**config.mk**
```make
export PLATFORM = sky130hd
export DESIGN_NAME = window_keep_color_grayscale
export DESIGN_NICKNAME = d
export VERILOG_FILES = /design/src/sv/wkcg_pkg.sv /design/src/sv/wkcg_front.sv /design/src/sv/wkcg_queue.sv /design/src/sv/wkcg_back.sv /design/src/sv/window_keep_color_grayscale.sv
export SDC_FILE = /design/constraint.sdc
export NUM_CORES = 1
export LEC_CHECK = 0
export BUFFER_PORTS_ARGS = -buffer_cell sky130_fd_sc_hd__buf_2
export CORE_UTILIZATION = 40
export DETAILED_ROUTE_END_ITERATION = 16
export SLEW_MARGIN = 5
export SYNTH_ARGS = -nofsm -noshare
export SYNTH_HDL_FRONTEND = slang
export SYNTH_HIERARCHICAL = 1
export SYNTH_SLANG_ARGS = --single-unit
```
**constraint.sdc**
```tcl
create_clock -name clk -period 6.8 [get_ports clk]
set_clock_uncertainty 0.15 [all_clocks]
set_input_delay 1.36 -clock clk [delete_from_list [all_inputs] [get_ports clk]]
set_output_delay 1.36 -clock clk [all_outputs]
set_load 0.02 [all_outputs]
```
**src/sv/wkcg_pkg.sv**
```systemverilog
`timescale 1ns / 1ps
package wkcg_pkg;

  localparam int MAX_DIM = 4096;
  localparam int POS_W   = $clog2(MAX_DIM);
  localparam int DIM_W   = 13;
  localparam int SMP_W   = 16;
  localparam int CFG_W   = 16;
  localparam int IDX_W   = 3;

  // Weighted sum 30r+59g+11b, its scaled form times 255, and 100*max.
  localparam int SUM_W   = 23;
  localparam int NUM_W   = 31;
  localparam int DEN_W   = 23;
  localparam int GRAY_W  = 8;
  localparam int QCNT_W  = $clog2(GRAY_W);

  localparam int QDEPTH  = 2;
  localparam int QAW     = (QDEPTH > 1) ? $clog2(QDEPTH) : 1;

  typedef enum logic [IDX_W-1:0] {
    IDX_COL_FIRST    = 3'd0,
    IDX_COL_LAST     = 3'd1,
    IDX_ROW_FIRST    = 3'd2,
    IDX_ROW_LAST     = 3'd3,
    IDX_IMAGE_WIDTH  = 3'd4,
    IDX_IMAGE_HEIGHT = 3'd5,
    IDX_SAMPLE_MAX   = 3'd6
  } cfg_idx_t;

  typedef struct packed {
    logic [POS_W-1:0] col_first;
    logic [POS_W-1:0] col_last;
    logic [POS_W-1:0] row_first;
    logic [POS_W-1:0] row_last;
    logic [DIM_W-1:0] image_width;
    logic [DIM_W-1:0] image_height;
    logic [SMP_W-1:0] sample_max;
  } cfg_t;

  typedef struct packed {
    logic [SMP_W-1:0] red;
    logic [SMP_W-1:0] green;
    logic [SMP_W-1:0] blue;
    logic             keep;
    logic             frame_end;
  } pix_t;

  typedef struct packed {
    logic full;
    logic empty;
  } q_stat_t;

  typedef enum logic [1:0] {
    B_IDLE,
    B_PREP,
    B_DIV,
    B_OUT
  } back_state_t;

endpackage

```
**src/sv/wkcg_front.sv**
```systemverilog
`timescale 1ns / 1ps
module wkcg_front (
  input  logic             clk,
  input  logic             rst_n,
  input  wkcg_pkg::cfg_t   cfg,
  input  logic             in_valid,
  output logic             in_ready,
  input  logic [15:0]      red_in,
  input  logic [15:0]      green_in,
  input  logic [15:0]      blue_in,
  input  wkcg_pkg::q_stat_t q_stat,
  output logic             push,
  output wkcg_pkg::pix_t   push_pix
);
  import wkcg_pkg::*;

  logic [POS_W-1:0] col_r, col_nxt;
  logic [POS_W-1:0] row_r, row_nxt;
  logic [DIM_W-1:0] width_c;
  logic [DIM_W-1:0] height_c;
  logic             keep;
  logic             row_end;
  logic             frame_end;

  // Zero acts as one and anything above the largest frame acts as that size.
  always_comb begin
    if (cfg.image_width == '0) begin
      width_c = DIM_W'(1);
    end else if (cfg.image_width > DIM_W'(MAX_DIM)) begin
      width_c = DIM_W'(MAX_DIM);
    end else begin
      width_c = cfg.image_width;
    end
    if (cfg.image_height == '0) begin
      height_c = DIM_W'(1);
    end else if (cfg.image_height > DIM_W'(MAX_DIM)) begin
      height_c = DIM_W'(MAX_DIM);
    end else begin
      height_c = cfg.image_height;
    end
  end

  assign keep = (col_r >= cfg.col_first) && (col_r <= cfg.col_last) &&
                (row_r >= cfg.row_first) && (row_r <= cfg.row_last);
  assign row_end   = (DIM_W'(col_r) + DIM_W'(1)) >= width_c;
  assign frame_end = row_end && ((DIM_W'(row_r) + DIM_W'(1)) >= height_c);

  assign in_ready = !q_stat.full;
  assign push     = in_valid && in_ready;

  always_comb begin
    push_pix.red       = red_in;
    push_pix.green     = green_in;
    push_pix.blue      = blue_in;
    push_pix.keep      = keep;
    push_pix.frame_end = frame_end;
  end

  always_comb begin
    col_nxt = col_r;
    row_nxt = row_r;
    if (push) begin
      if (row_end) begin
        col_nxt = '0;
        row_nxt = frame_end ? '0 : row_r + POS_W'(1);
      end else begin
        col_nxt = col_r + POS_W'(1);
      end
    end
  end

  always_ff @(posedge clk) begin
    if (!rst_n) begin
      col_r <= '0;
      row_r <= '0;
    end else begin
      col_r <= col_nxt;
      row_r <= row_nxt;
    end
  end

endmodule

```
**src/sv/wkcg_queue.sv**
```systemverilog
`timescale 1ns / 1ps
module wkcg_queue (
  input  logic              clk,
  input  logic              rst_n,
  input  logic              push,
  input  wkcg_pkg::pix_t    push_pix,
  input  logic              pop,
  output wkcg_pkg::pix_t    head,
  output wkcg_pkg::q_stat_t q_stat
);
  import wkcg_pkg::*;

  pix_t           mem_r [QDEPTH];
  logic [QAW-1:0] wr_ptr_r, wr_ptr_nxt;
  logic [QAW-1:0] rd_ptr_r, rd_ptr_nxt;
  logic [QAW:0]   cnt_r, cnt_nxt;

  assign head         = mem_r[rd_ptr_r];
  assign q_stat.full  = (cnt_r == (QAW+1)'(QDEPTH));
  assign q_stat.empty = (cnt_r == '0);

  always_comb begin
    wr_ptr_nxt = wr_ptr_r;
    rd_ptr_nxt = rd_ptr_r;
    cnt_nxt    = cnt_r;
    if (push) begin
      wr_ptr_nxt = (wr_ptr_r == QAW'(QDEPTH-1)) ? '0 : wr_ptr_r + QAW'(1);
    end
    if (pop) begin
      rd_ptr_nxt = (rd_ptr_r == QAW'(QDEPTH-1)) ? '0 : rd_ptr_r + QAW'(1);
    end
    if (push && !pop) begin
      cnt_nxt = cnt_r + (QAW+1)'(1);
    end else if (pop && !push) begin
      cnt_nxt = cnt_r - (QAW+1)'(1);
    end
  end

  always_ff @(posedge clk) begin
    if (!rst_n) begin
      wr_ptr_r <= '0;
      rd_ptr_r <= '0;
      cnt_r    <= '0;
    end else begin
      wr_ptr_r <= wr_ptr_nxt;
      rd_ptr_r <= rd_ptr_nxt;
      cnt_r    <= cnt_nxt;
    end
  end

  always_ff @(posedge clk) begin
    if (push) begin
      mem_r[wr_ptr_r] <= push_pix;
    end
  end

endmodule

```
**src/sv/wkcg_back.sv**
```systemverilog
`timescale 1ns / 1ps
module wkcg_back (
  input  logic              clk,
  input  logic              rst_n,
  input  logic [15:0]       sample_max,
  input  wkcg_pkg::pix_t    head,
  input  wkcg_pkg::q_stat_t q_stat,
  output logic              pop,
  output logic              out_valid,
  input  logic              out_ready,
  output logic [15:0]       red_out,
  output logic [15:0]       green_out,
  output logic [15:0]       blue_out,
  output logic              frame_end
);
  import wkcg_pkg::*;

  back_state_t       state_r, state_nxt;
  logic [SMP_W-1:0]  red_r, green_r, blue_r;
  logic              keep_r;
  logic              fe_r;
  logic [SUM_W-1:0]  sum_r;
  logic [SUM_W-1:0]  sum_nxt;
  logic [DEN_W-1:0]  den_r;
  logic [SMP_W-1:0]  max_c;
  logic [NUM_W-1:0]  num_c;
  logic              sat_c;
  logic [NUM_W-1:0]  rem_r;
  logic [NUM_W-1:0]  dsh_r;
  logic [QCNT_W-1:0] cnt_r;
  logic [GRAY_W-1:0] q_r;
  logic [SMP_W-1:0]  gray_c;

  assign max_c   = (sample_max == '0) ? SMP_W'(1) : sample_max;
  assign sum_nxt = SUM_W'(head.red) * SUM_W'(30) + SUM_W'(head.green) * SUM_W'(59) +
                   SUM_W'(head.blue) * SUM_W'(11);
  // Times 255 as a shift and a subtract.
  assign num_c   = {sum_r, 8'b0} - NUM_W'(sum_r);
  // A quotient of 256 or more saturates to full white.
  assign sat_c   = num_c >= {den_r, 8'b0};

  always_comb begin
    state_nxt = state_r;
    case (state_r)
      B_IDLE: begin
        if (!q_stat.empty) begin
          state_nxt = head.keep ? B_OUT : B_PREP;
        end
      end
      B_PREP: state_nxt = sat_c ? B_OUT : B_DIV;
      B_DIV: begin
        if (cnt_r == '0) begin
          state_nxt = B_OUT;
        end
      end
      B_OUT: begin
        if (out_ready) begin
          state_nxt = B_IDLE;
        end
      end
      default: state_nxt = B_IDLE;
    endcase
  end

  always_comb begin
    pop       = 1'b0;
    out_valid = 1'b0;
    case (state_r)
      B_IDLE:  pop = !q_stat.empty;
      B_OUT:   out_valid = 1'b1;
      default: begin
        pop       = 1'b0;
        out_valid = 1'b0;
      end
    endcase
  end

  always_ff @(posedge clk) begin
    if (!rst_n) begin
      state_r <= B_IDLE;
      cnt_r   <= '0;
    end else begin
      state_r <= state_nxt;
      if (state_r == B_PREP) begin
        cnt_r <= QCNT_W'(GRAY_W-1);
      end else if (state_r == B_DIV) begin
        cnt_r <= cnt_r - QCNT_W'(1);
      end
    end
  end

  // Restoring division, one quotient bit per cycle from the top down.
  always_ff @(posedge clk) begin
    case (state_r)
      B_IDLE: begin
        if (pop) begin
          red_r   <= head.red;
          green_r <= head.green;
          blue_r  <= head.blue;
          keep_r  <= head.keep;
          fe_r    <= head.frame_end;
          sum_r   <= sum_nxt;
          den_r   <= DEN_W'(max_c) * DEN_W'(100);
        end
      end
      B_PREP: begin
        rem_r <= num_c;
        dsh_r <= NUM_W'({den_r, 7'b0});
        q_r   <= sat_c ? '1 : '0;
      end
      B_DIV: begin
        if (rem_r >= dsh_r) begin
          rem_r       <= rem_r - dsh_r;
          q_r[cnt_r]  <= 1'b1;
        end
        dsh_r <= dsh_r >> 1;
      end
      default: begin
      end
    endcase
  end

  assign gray_c    = SMP_W'(q_r);
  assign red_out   = keep_r ? red_r   : gray_c;
  assign green_out = keep_r ? green_r : gray_c;
  assign blue_out  = keep_r ? blue_r  : gray_c;
  assign frame_end = fe_r;

  // The partial remainder always stays below twice the current divisor step.
  a_rem_bound: assert property (@(posedge clk) disable iff (!rst_n)
    (state_r == B_DIV) |-> ({1'b0, rem_r} < {dsh_r, 1'b0}))
    else $error("divider remainder out of range");

  a_pop_leaves_idle: assert property (@(posedge clk) disable iff (!rst_n)
    pop |=> (state_r != B_IDLE))
    else $error("item popped but back end stayed idle");

  a_cnt_steps: assert property (@(posedge clk) disable iff (!rst_n)
    ((state_r == B_DIV) && (cnt_r != '0)) |=>
      ((state_r == B_DIV) && (cnt_r == $past(cnt_r) - QCNT_W'(1))))
    else $error("divider step count broken");

  a_out_release: assert property (@(posedge clk) disable iff (!rst_n)
    (out_valid && out_ready) |=> (state_r == B_IDLE))
    else $error("result taken but back end did not return to idle");

endmodule

```
**src/sv/window_keep_color_grayscale.sv**
```systemverilog
`timescale 1ns / 1ps
// Keeps the color of pixels inside a programmable rectangle and turns every other pixel
// into the weighted gray value floor((30r+59g+11b)*255/(100*max)), saturated at 255 and
// repeated on all three channels; frame_end marks the last pixel of each frame. The front
// end tracks the raster position and can accept one item per cycle while the two-entry
// queue is not full, so input and output stall independently. The back end handles one
// item at a time: a kept pixel is loaded and then output; a gray pixel is loaded, set up,
// run through the restoring divider that produces one quotient bit per cycle, and then
// output, or skips the divider when the gray value saturates. Each output is held until
// out_ready. Configuration must be written while no item is in flight; it takes effect at
// the next item and does not reset the position.
module window_keep_color_grayscale (
  input  logic        clk,
  input  logic        rst_n,
  input  logic        cfg_we,
  input  logic [2:0]  cfg_index,
  input  logic [15:0] cfg_wdata,
  input  logic        in_valid,
  output logic        in_ready,
  input  logic [15:0] red_in,
  input  logic [15:0] green_in,
  input  logic [15:0] blue_in,
  output logic        out_valid,
  input  logic        out_ready,
  output logic [15:0] red_out,
  output logic [15:0] green_out,
  output logic [15:0] blue_out,
  output logic        frame_end
);
  import wkcg_pkg::*;

  cfg_t    cfg_r;
  logic    push;
  pix_t    push_pix;
  logic    pop;
  pix_t    head;
  q_stat_t q_stat;

  always_ff @(posedge clk) begin
    if (!rst_n) begin
      cfg_r.col_first    <= '0;
      cfg_r.col_last     <= '0;
      cfg_r.row_first    <= '0;
      cfg_r.row_last     <= '0;
      cfg_r.image_width  <= DIM_W'(1);
      cfg_r.image_height <= DIM_W'(1);
      cfg_r.sample_max   <= SMP_W'(255);
    end else if (cfg_we) begin
      case (cfg_idx_t'(cfg_index))
        IDX_COL_FIRST:    cfg_r.col_first    <= cfg_wdata[POS_W-1:0];
        IDX_COL_LAST:     cfg_r.col_last     <= cfg_wdata[POS_W-1:0];
        IDX_ROW_FIRST:    cfg_r.row_first    <= cfg_wdata[POS_W-1:0];
        IDX_ROW_LAST:     cfg_r.row_last     <= cfg_wdata[POS_W-1:0];
        IDX_IMAGE_WIDTH:  cfg_r.image_width  <= cfg_wdata[DIM_W-1:0];
        IDX_IMAGE_HEIGHT: cfg_r.image_height <= cfg_wdata[DIM_W-1:0];
        IDX_SAMPLE_MAX:   cfg_r.sample_max   <= cfg_wdata[SMP_W-1:0];
        default: begin
        end
      endcase
    end
  end

  wkcg_front u_front (
    .clk      (clk),
    .rst_n    (rst_n),
    .cfg      (cfg_r),
    .in_valid (in_valid),
    .in_ready (in_ready),
    .red_in   (red_in),
    .green_in (green_in),
    .blue_in  (blue_in),
    .q_stat   (q_stat),
    .push     (push),
    .push_pix (push_pix)
  );

  wkcg_queue u_queue (
    .clk      (clk),
    .rst_n    (rst_n),
    .push     (push),
    .push_pix (push_pix),
    .pop      (pop),
    .head     (head),
    .q_stat   (q_stat)
  );

  wkcg_back u_back (
    .clk        (clk),
    .rst_n      (rst_n),
    .sample_max (cfg_r.sample_max),
    .head       (head),
    .q_stat     (q_stat),
    .pop        (pop),
    .out_valid  (out_valid),
    .out_ready  (out_ready),
    .red_out    (red_out),
    .green_out  (green_out),
    .blue_out   (blue_out),
    .frame_end  (frame_end)
  );

endmodule
```
==> metrics.md, run 1 <==
| Metric | Value |
|---|---|
| Die span in y | `267 um` |
| Uppermost signal routing layer after detailed routing | `met4` |
| Met3 Routed Length | `2170 um` |
| Residual DRC count | `0` |
| Largest fanout on the critical path | `6` |
| Total global routing track utilization | `18.0%` |
| Count of cells along the worst register-to-register path | `26` |
| Req. time, crit path | `7.08 ns` |
| # H-tree levels | `2` |
| Cells after Synth | `2743` |
| Largest net degree at the start of global routing | `76` |
| Starting density of the core | `40.7%` |
| Clock tree from TritonCTS | `done` |
| Wire length of the first global-routing pass | `103000 um` |
| End of the worst register-to-register path | `u_back/sum_r[22]` |
| FFs w/ async S/R, synth | `0%` |
| Synth top area share | `28.1%` |
| Max transition margin | `30.3%` |
| Clock tree root buffer cell | `sky130_fd_sc_hd__clkbuf_16` |
| Worst slack on hold paths | `approximately 0.31 ns` |
| Max-cap violations | `0` |
| Largest area contributor in the netlist | `sky130_fd_sc_hd__edfxtp_1` |
| Full die area | `71300 um2` |
| Count of flip-flops with a built-in enable after synthesis | `263` |
| CTS sink cnt | `between 300 and 400` |
| Synthesized flop and latch total | `387` |
| Final setup violation count | `0` |
| Vias after detailed routing | `19.7k` |
| Setup TNS after final layout | `0 ns` |
| Total number of placement rows | `96` |
| Final critical path time including I/O delays and setup | `6.67 ns` |
| Total instance count after detailed placement | `3742` |
| Count of different cell masters after synthesis | `88` |
| Number of global-route vias before repair | `20.1k` |
| Number of buffers inserted by hold repair at cts | `0` |
| Post-detailed-route count of antenna-violating nets | `0` |
| RD Place Congestion | `roughly 0.86` |
| Top cell by count, worst path | `sky130_fd_sc_hd__fa_1` |
| Placeable core area | `69100 um2` |
| Register-to-Register Setup Slack | `approximately 0.13 ns` |
| Ant diodes | `0` |
| Source-to-sink clock delay at the later pin of the worst-skew pair | `0.61 ns` |
| Detailed placer's ending HPWL | `48600 um` |
| Global route total overflow | `0` |
| Mean post-synth cell area | `between 10 and 15 um2` |
| Top-level port count | `123` |
| Area Growth Syn to Fin | `13.3%` |
| Kind of capture point of the worst setup path | `flop` |
| Sequential-to-total area share from yosys stat | `36.9%` |
| CP peak stage delay | `approximately 0.54 ns` |
| Number of detailed-routing iterations run before antenna repair | `5` |
| Most common flop cell mapped by yosys | `sky130_fd_sc_hd__edfxtp_1` |
| Port-buffer cells | `~120` |
| DRT iter0 DRCs | `about 820` |
| Placed cell areas | `29700 um2` |
| NumNets Final | `3394` |
| Initial antenna violation count | `1` |
| Average detailed-routed wire length per instance | `16.7 um` |
| Measured slew at the worst slew-check pin | `1.04 ns` |
| Crit-path leading delay family | `adder cells` |
| Yosys synthesis warning count | `6` |
| Highest Clock Rate | `150 MHz` |
| Startpoint type of the worst setup path | `flop` |
| Buffer levels on the longest clock path | `3` |
| CP arrival | `6.95 ns` |
| Sum of buffers and inverters on the critical path | `5` |
| Total Wirelength | `64100 um` |
| Worst min path class | `reg -> reg` |
| Reg clk slew, reported paths | `0.06 ns` |
| Post-synth net total | `3266` |
| Proportion of layout cells with a drive suffix above 1 | `approximately 15%` |
| Slowest library cell on the worst path | `sky130_fd_sc_hd__fa_1` |
| Detailed-routing wirelength on met1 | `approximately 29000 um` |
| End point of the worst hold path | `cfg_r[67]` |
| Start point of the worst hold path | `cfg_r[67]` |
| Cell types with the highest counts after synthesis | `sky130_fd_sc_hd__inv_1 (417), sky130_fd_sc_hd__ha_1 (303), sky130_fd_sc_hd__nand2_1 (277), sky130_fd_sc_hd__edfxtp_1 (263), sky130_fd_sc_hd__fa_1 (148)` |
| Number of standard cells in the final layout excluding fillers | `3841` |
| Final-report max-slew violation count | `0` |
| Post-route clock period utilization | `98.1%` |
| Result of the run | `finished clean` |
| Setup repair after global routing missed its margin | `true` |
| Setup CP Type | `reg -> reg` |
| Min-Delay Path Depth | `2` |
| Final instance area | `approximately 32000 um2` |
| Leading cell types by total area after synthesis | `sky130_fd_sc_hd__edfxtp_1 (28%), sky130_fd_sc_hd__ha_1 (13%), sky130_fd_sc_hd__fa_1 (11%), sky130_fd_sc_hd__dfxtp_1 (8.8%), sky130_fd_sc_hd__inv_1 (5.6%)` |
| Most common cell in the netlist | `sky130_fd_sc_hd__inv_1` |
| Final hold violation count | `0` |
| Via-per-instance ratio | `5.12` |
| Horizontal extent of the die | `approximately 270 um` |
| Netlist Area Pre-Place | `28100 um2` |
| Met2 WL post-DR | `31600 um` |
| Number of CTS-inserted buffers | `47` |
==> cell families after synthesis <==
family / count (synthesis) / synth area share [%]
multiplexers: 158 / 5.92
flip-flops: 387 / 36.9
adder cells (fa/ha/maj): 451 / 24.0
AO/OA/AOI/OAI: 420 / 9.76
AND/OR/NAND/NOR: 666 / 11.6
buffers and inverters: 541 / 8.06
XOR/XNOR: 120 / 3.74
==> layout by cell type, fill, tap and decap left out, drive strengths merged, types with 39 or more instances in the layout <==
cell,count
ha,303
mux2i,93
fa,148
buf,201
and2,39
clkbuf,60
o21ai,92
nand3,42
mux2,65
edfxtp,263
inv,420
nand2,277
a21oi,119
xnor2,84
dfxtp,124
nor2,100
a21o,46
==> tightest hold or removal path: cells and delay by family, from the launching register on <==
family	cells	cell delay (ns)
AND/OR/NAND/NOR	1	0.05
flip-flops	1	0.31
multiplexers	1	0.05
==> per-layer routing <==
layer,global-route usage (%),vias to the layer above
met3,2.33,106
li1,-,9599
met5,0,-
met2,31.2,314
met1,23.0,9636
met4,5.89,0
==> stage by stage <==
step	setup slack, ns	util, %
6_report	0.130	46.1
5_1_grt	-0.150	46.1
4_1_cts	0.00294	45.6
3_5_place_dp	-0.229	43.0
3_3_place_gp	-0.150	43.0
2_1_floorplan	0.0813	-
==> state kept, by name, indices dropped and copies added, names as in the netlist, named ones only <==
name / cells
u_queue/mem_r: 100
cfg_r: 90
u_back/rem_r: 31
u_back/dsh_r: 30
u_back/sum_r: 23
u_back/den_r: 21
u_back/blue_r: 16
u_back/green_r: 16
u_back/red_r: 16
u_front/col_r: 12
u_front/row_r: 12
u_back/q_r: 8
u_back/cnt_r: 3
u_back/state_r: 2
u_queue/cnt_r: 2
u_back/frame_end: 1
u_back/keep_r: 1
u_queue/rd_ptr_r: 1
u_queue/wr_ptr_r: 1
==> how the worst max path moves through the flow <==
stage          startpoint               end  slack, ns  cells after the start
6_report             flop  u_back/sum_r[22]       0.13                     26
5_1_grt              flop  u_back/sum_r[22]      -0.15                     26
4_1_cts              flop  u_back/sum_r[21]      0.003                     24
3_5_place_dp         flop  u_back/sum_r[22]      -0.23                     26
3_3_place_gp         flop  u_back/sum_r[22]      -0.15                     26
2_1_floorplan        flop  u_back/sum_r[22]       0.08                     29
==> final cells by class <==
class | instances | area (um2)
clock buffer | 60 | 1310
tap | 931 | 1160
inverter | 419 | 1580
fill | 6366 | 37200
sequential | 387 | 10400
multi-input combinational | 1815 | 15800
timing repair buffer | 201 | 1240
clock inverter | 28 | 380
==> timing repair <==
| action | 4_1_cts | 5_1_grt |
|---|---|---|
| setup buffers | 2 | 9 |
| resized for setup | 24 | 58 |
| setup endpoints to repair | 5 | 7 |
| pin swaps | 8 | 35 |
Power of run 1 is not shown: default switching activity piles up to over one toggle a cycle in this logic, so the estimate is an artifact.
==> inputs of run 2 (changes only) <==
Settings changed: GPL_TIMING_DRIVEN set to 0, SKIP_CTS_REPAIR_TIMING set to 1.
==> run 2 against run 1 <==
  * The run now ends with negative setup slack left
  * Die area did not move
  * Non-clock buffer count up 19
  * Utilization about the same
  * Sequential cell count unchanged
  * Via count rose by 0.55%
  * Final cell count increased by 0.31%
  * Setup slack worse by 0.23 ns
  * Critical endpoint unchanged
==> metrics.md, run 2 (synthesized netlist as in run 1, its figures left out) <==
| Metric | Value |
|---|---|
| Count of cells along the worst register-to-register path | `26` |
| Met3 Routed Length | `2660 um` |
| Final hold violation count | `0` |
| CTS sink cnt | `387` |
| Placeable core area | `between 60000 and 70000 um2` |
| Number of CTS-inserted buffers | `45` |
| Startpoint type of the worst setup path | `flop` |
| Number of detailed-routing iterations run before antenna repair | `5` |
| Proportion of layout cells with a drive suffix above 1 | `13.3%` |
| Uppermost signal routing layer after detailed routing | `met4` |
| Total instance count after detailed placement | `around 3.8k` |
| Horizontal extent of the die | `267 um` |
| Top cell by count, worst path | `sky130_fd_sc_hd__fa_1` |
| Ant diodes | `0` |
| Final critical path time including I/O delays and setup | `6.90 ns` |
| Source-to-sink clock delay at the later pin of the worst-skew pair | `between 0.5 and 0.6 ns` |
| Final worst setup slack | `-0.103 ns` |
| Post-route clock period utilization | `102%` |
| Setup CP Type | `reg -> reg` |
| Core Util, Final | `roughly 46%` |
| Number of standard cells in the final layout excluding fillers | `about 3.9k` |
| Failing checks | `negative setup slack` |
| Final-report max-slew violation count | `0` |
| Buffer levels on the longest clock path | `3` |
| Setup repair after global routing missed its margin | `true` |
| Pre-CTS setup slack | `-0.929 ns` |
| Req. time, crit path | `7.04 ns` |
| Vias after detailed routing | `roughly 20k` |
| CP peak stage delay | `0.54 ns` |
| Register containing the most flip-flops in the final layout | `u_queue/mem_r` |
| Starting density of the core | `roughly two fifths` |
| Initial antenna violation count | `2` |
| Area Growth Syn to Fin | `13.3%` |
| Slowest library cell on the worst path | `sky130_fd_sc_hd__fa_1` |
| Min-Delay Path Depth | `2` |
| Clock tree from TritonCTS | `done` |
| Average detailed-routed wire length per instance | `about 17 um` |
| Largest register FFs | `100` |
| Register-to-Register Setup Slack | `-0.10 ns` |
| Global route total overflow | `0` |
| Final setup violation count | `3` |
| Via-per-instance ratio | `5.13` |
| Met2 WL post-DR | `32900 um` |
| Wire length of the first global-routing pass | `105000 um` |
| Total Wirelength | `66900 um` |
| NumNets Final | `3411` |
| Number of global-route vias before repair | `20.1k` |
| Top library cells by usage in the layout, fill and taps aside | `sky130_fd_sc_hd__inv_1 (408), sky130_fd_sc_hd__ha_1 (293), sky130_fd_sc_hd__nand2_1 (276), sky130_fd_sc_hd__edfxtp_1 (263), sky130_fd_sc_hd__fa_1 (146)` |
| End point of the worst hold path | `cfg_r[88]` |
| Max transition margin | `between 30% and 40%` |
| CP arrival | `7.14 ns` |
| # H-tree levels | `2` |
| Port-buffer cells | `slightly above 70` |
| Kind of capture point of the worst setup path | `flop` |
| Full die area | `71300 um2` |
| Residual DRC count | `0` |
| Highest Clock Rate | `145 MHz` |
| Total number of placement rows | `96` |
| Clock tree root buffer cell | `sky130_fd_sc_hd__clkbuf_16` |
| Measured slew at the worst slew-check pin | `1.02 ns` |
| Start point of the worst hold path | `cfg_r[88]` |
| Max-cap violations | `0` |
| Result of the run | `finished, violations left` |
| Die span in y | `roughly 270 um` |
| Total global routing track utilization | `18.6%` |
| End of the worst register-to-register path | `u_back/sum_r[22]` |
| Detailed placer's ending HPWL | `51400 um` |
| Largest net degree at the start of global routing | `51` |
| Top-level port count | `between 100 and 150` |
| Worst min path class | `reg -> reg` |
| Most common cell after layout, fill and taps aside | `sky130_fd_sc_hd__inv_1` |
| Reg clk slew, reported paths | `roughly 0.060 ns` |
| DRT iter0 DRCs | `just under 1k` |
| RD Place Congestion | `about 0.85` |
| Largest fanout on the critical path | `7` |
| Top Registers | `u_queue/mem_r x100, cfg_r x90, u_back/rem_r x31` |
| Detailed-routing wirelength on met1 | `29800 um` |
| Post-detailed-route count of antenna-violating nets | `0` |
[run 2: layer usage]
layer | GRT usage, % | up-vias
li1 | - | 9638
met1 | 24.0 | 9662
met2 | 32.3 | 375
met3 | 2.50 | 89
met4 | 5.23 | 0
met5 | 0 | -
[run 2: area by class of cell]
cell class / count / area [um2]
Clock buffer: 67 / 1280
Clock inverter: 14 / 131
Timing Repair Buffer: 98 / 638
Inverter: 419 / 1600
Tap cell: 931 / 1160
Buffer: 122 / 743
Multi-Input combinational cell: 1815 / 15900
Sequential cell: 387 / 10400
Fill cell: 6424 / 37200
[run 2: critical path, delay by kind of cell (launching register included)]
family / cells / cell delay [ns]
compound gates: 8 / 1.39
xor+xnor: 1 / 0.25
fa+ha+maj: 7 / 3.07
buf+inv: 6 / 0.70
flops: 1 / 0.32
mux: 1 / 0.22
simple gates: 3 / 0.59
[run 2: stage by stage]
stage / hold slack [ns] / setup TNS, ns / instance area (um2)
after floorplan: 0.285 / 0 / 28100
after global placement: 0.295 / -109.06 / 29600
after detailed placement: 0.303 / -5.25 / 29800
after CTS: 0.312 / -5.54 / 31200
after global routing: 0.332 / -1.49 / 31800
final: 0.310 / -0.137 / 31800
[run 2: how the worst max path moves through the flow]
stage / from / to / slack [ns] / depth (start not counted)
finish: flop / u_back/sum_r[22] / -0.10 / 26
global route: flop / u_back/sum_r[22] / -0.31 / 27
CTS: flop / u_back/sum_r[22] / -0.97 / 29
detailed placement: flop / u_back/sum_r[22] / -0.93 / 29
global placement: u_back/state_r[1] / u_queue/cnt_r[1] / -1.74 / 7
floorplan: flop / u_back/sum_r[22] / 0.08 / 29
Power of run 2 is left out for the same reason.
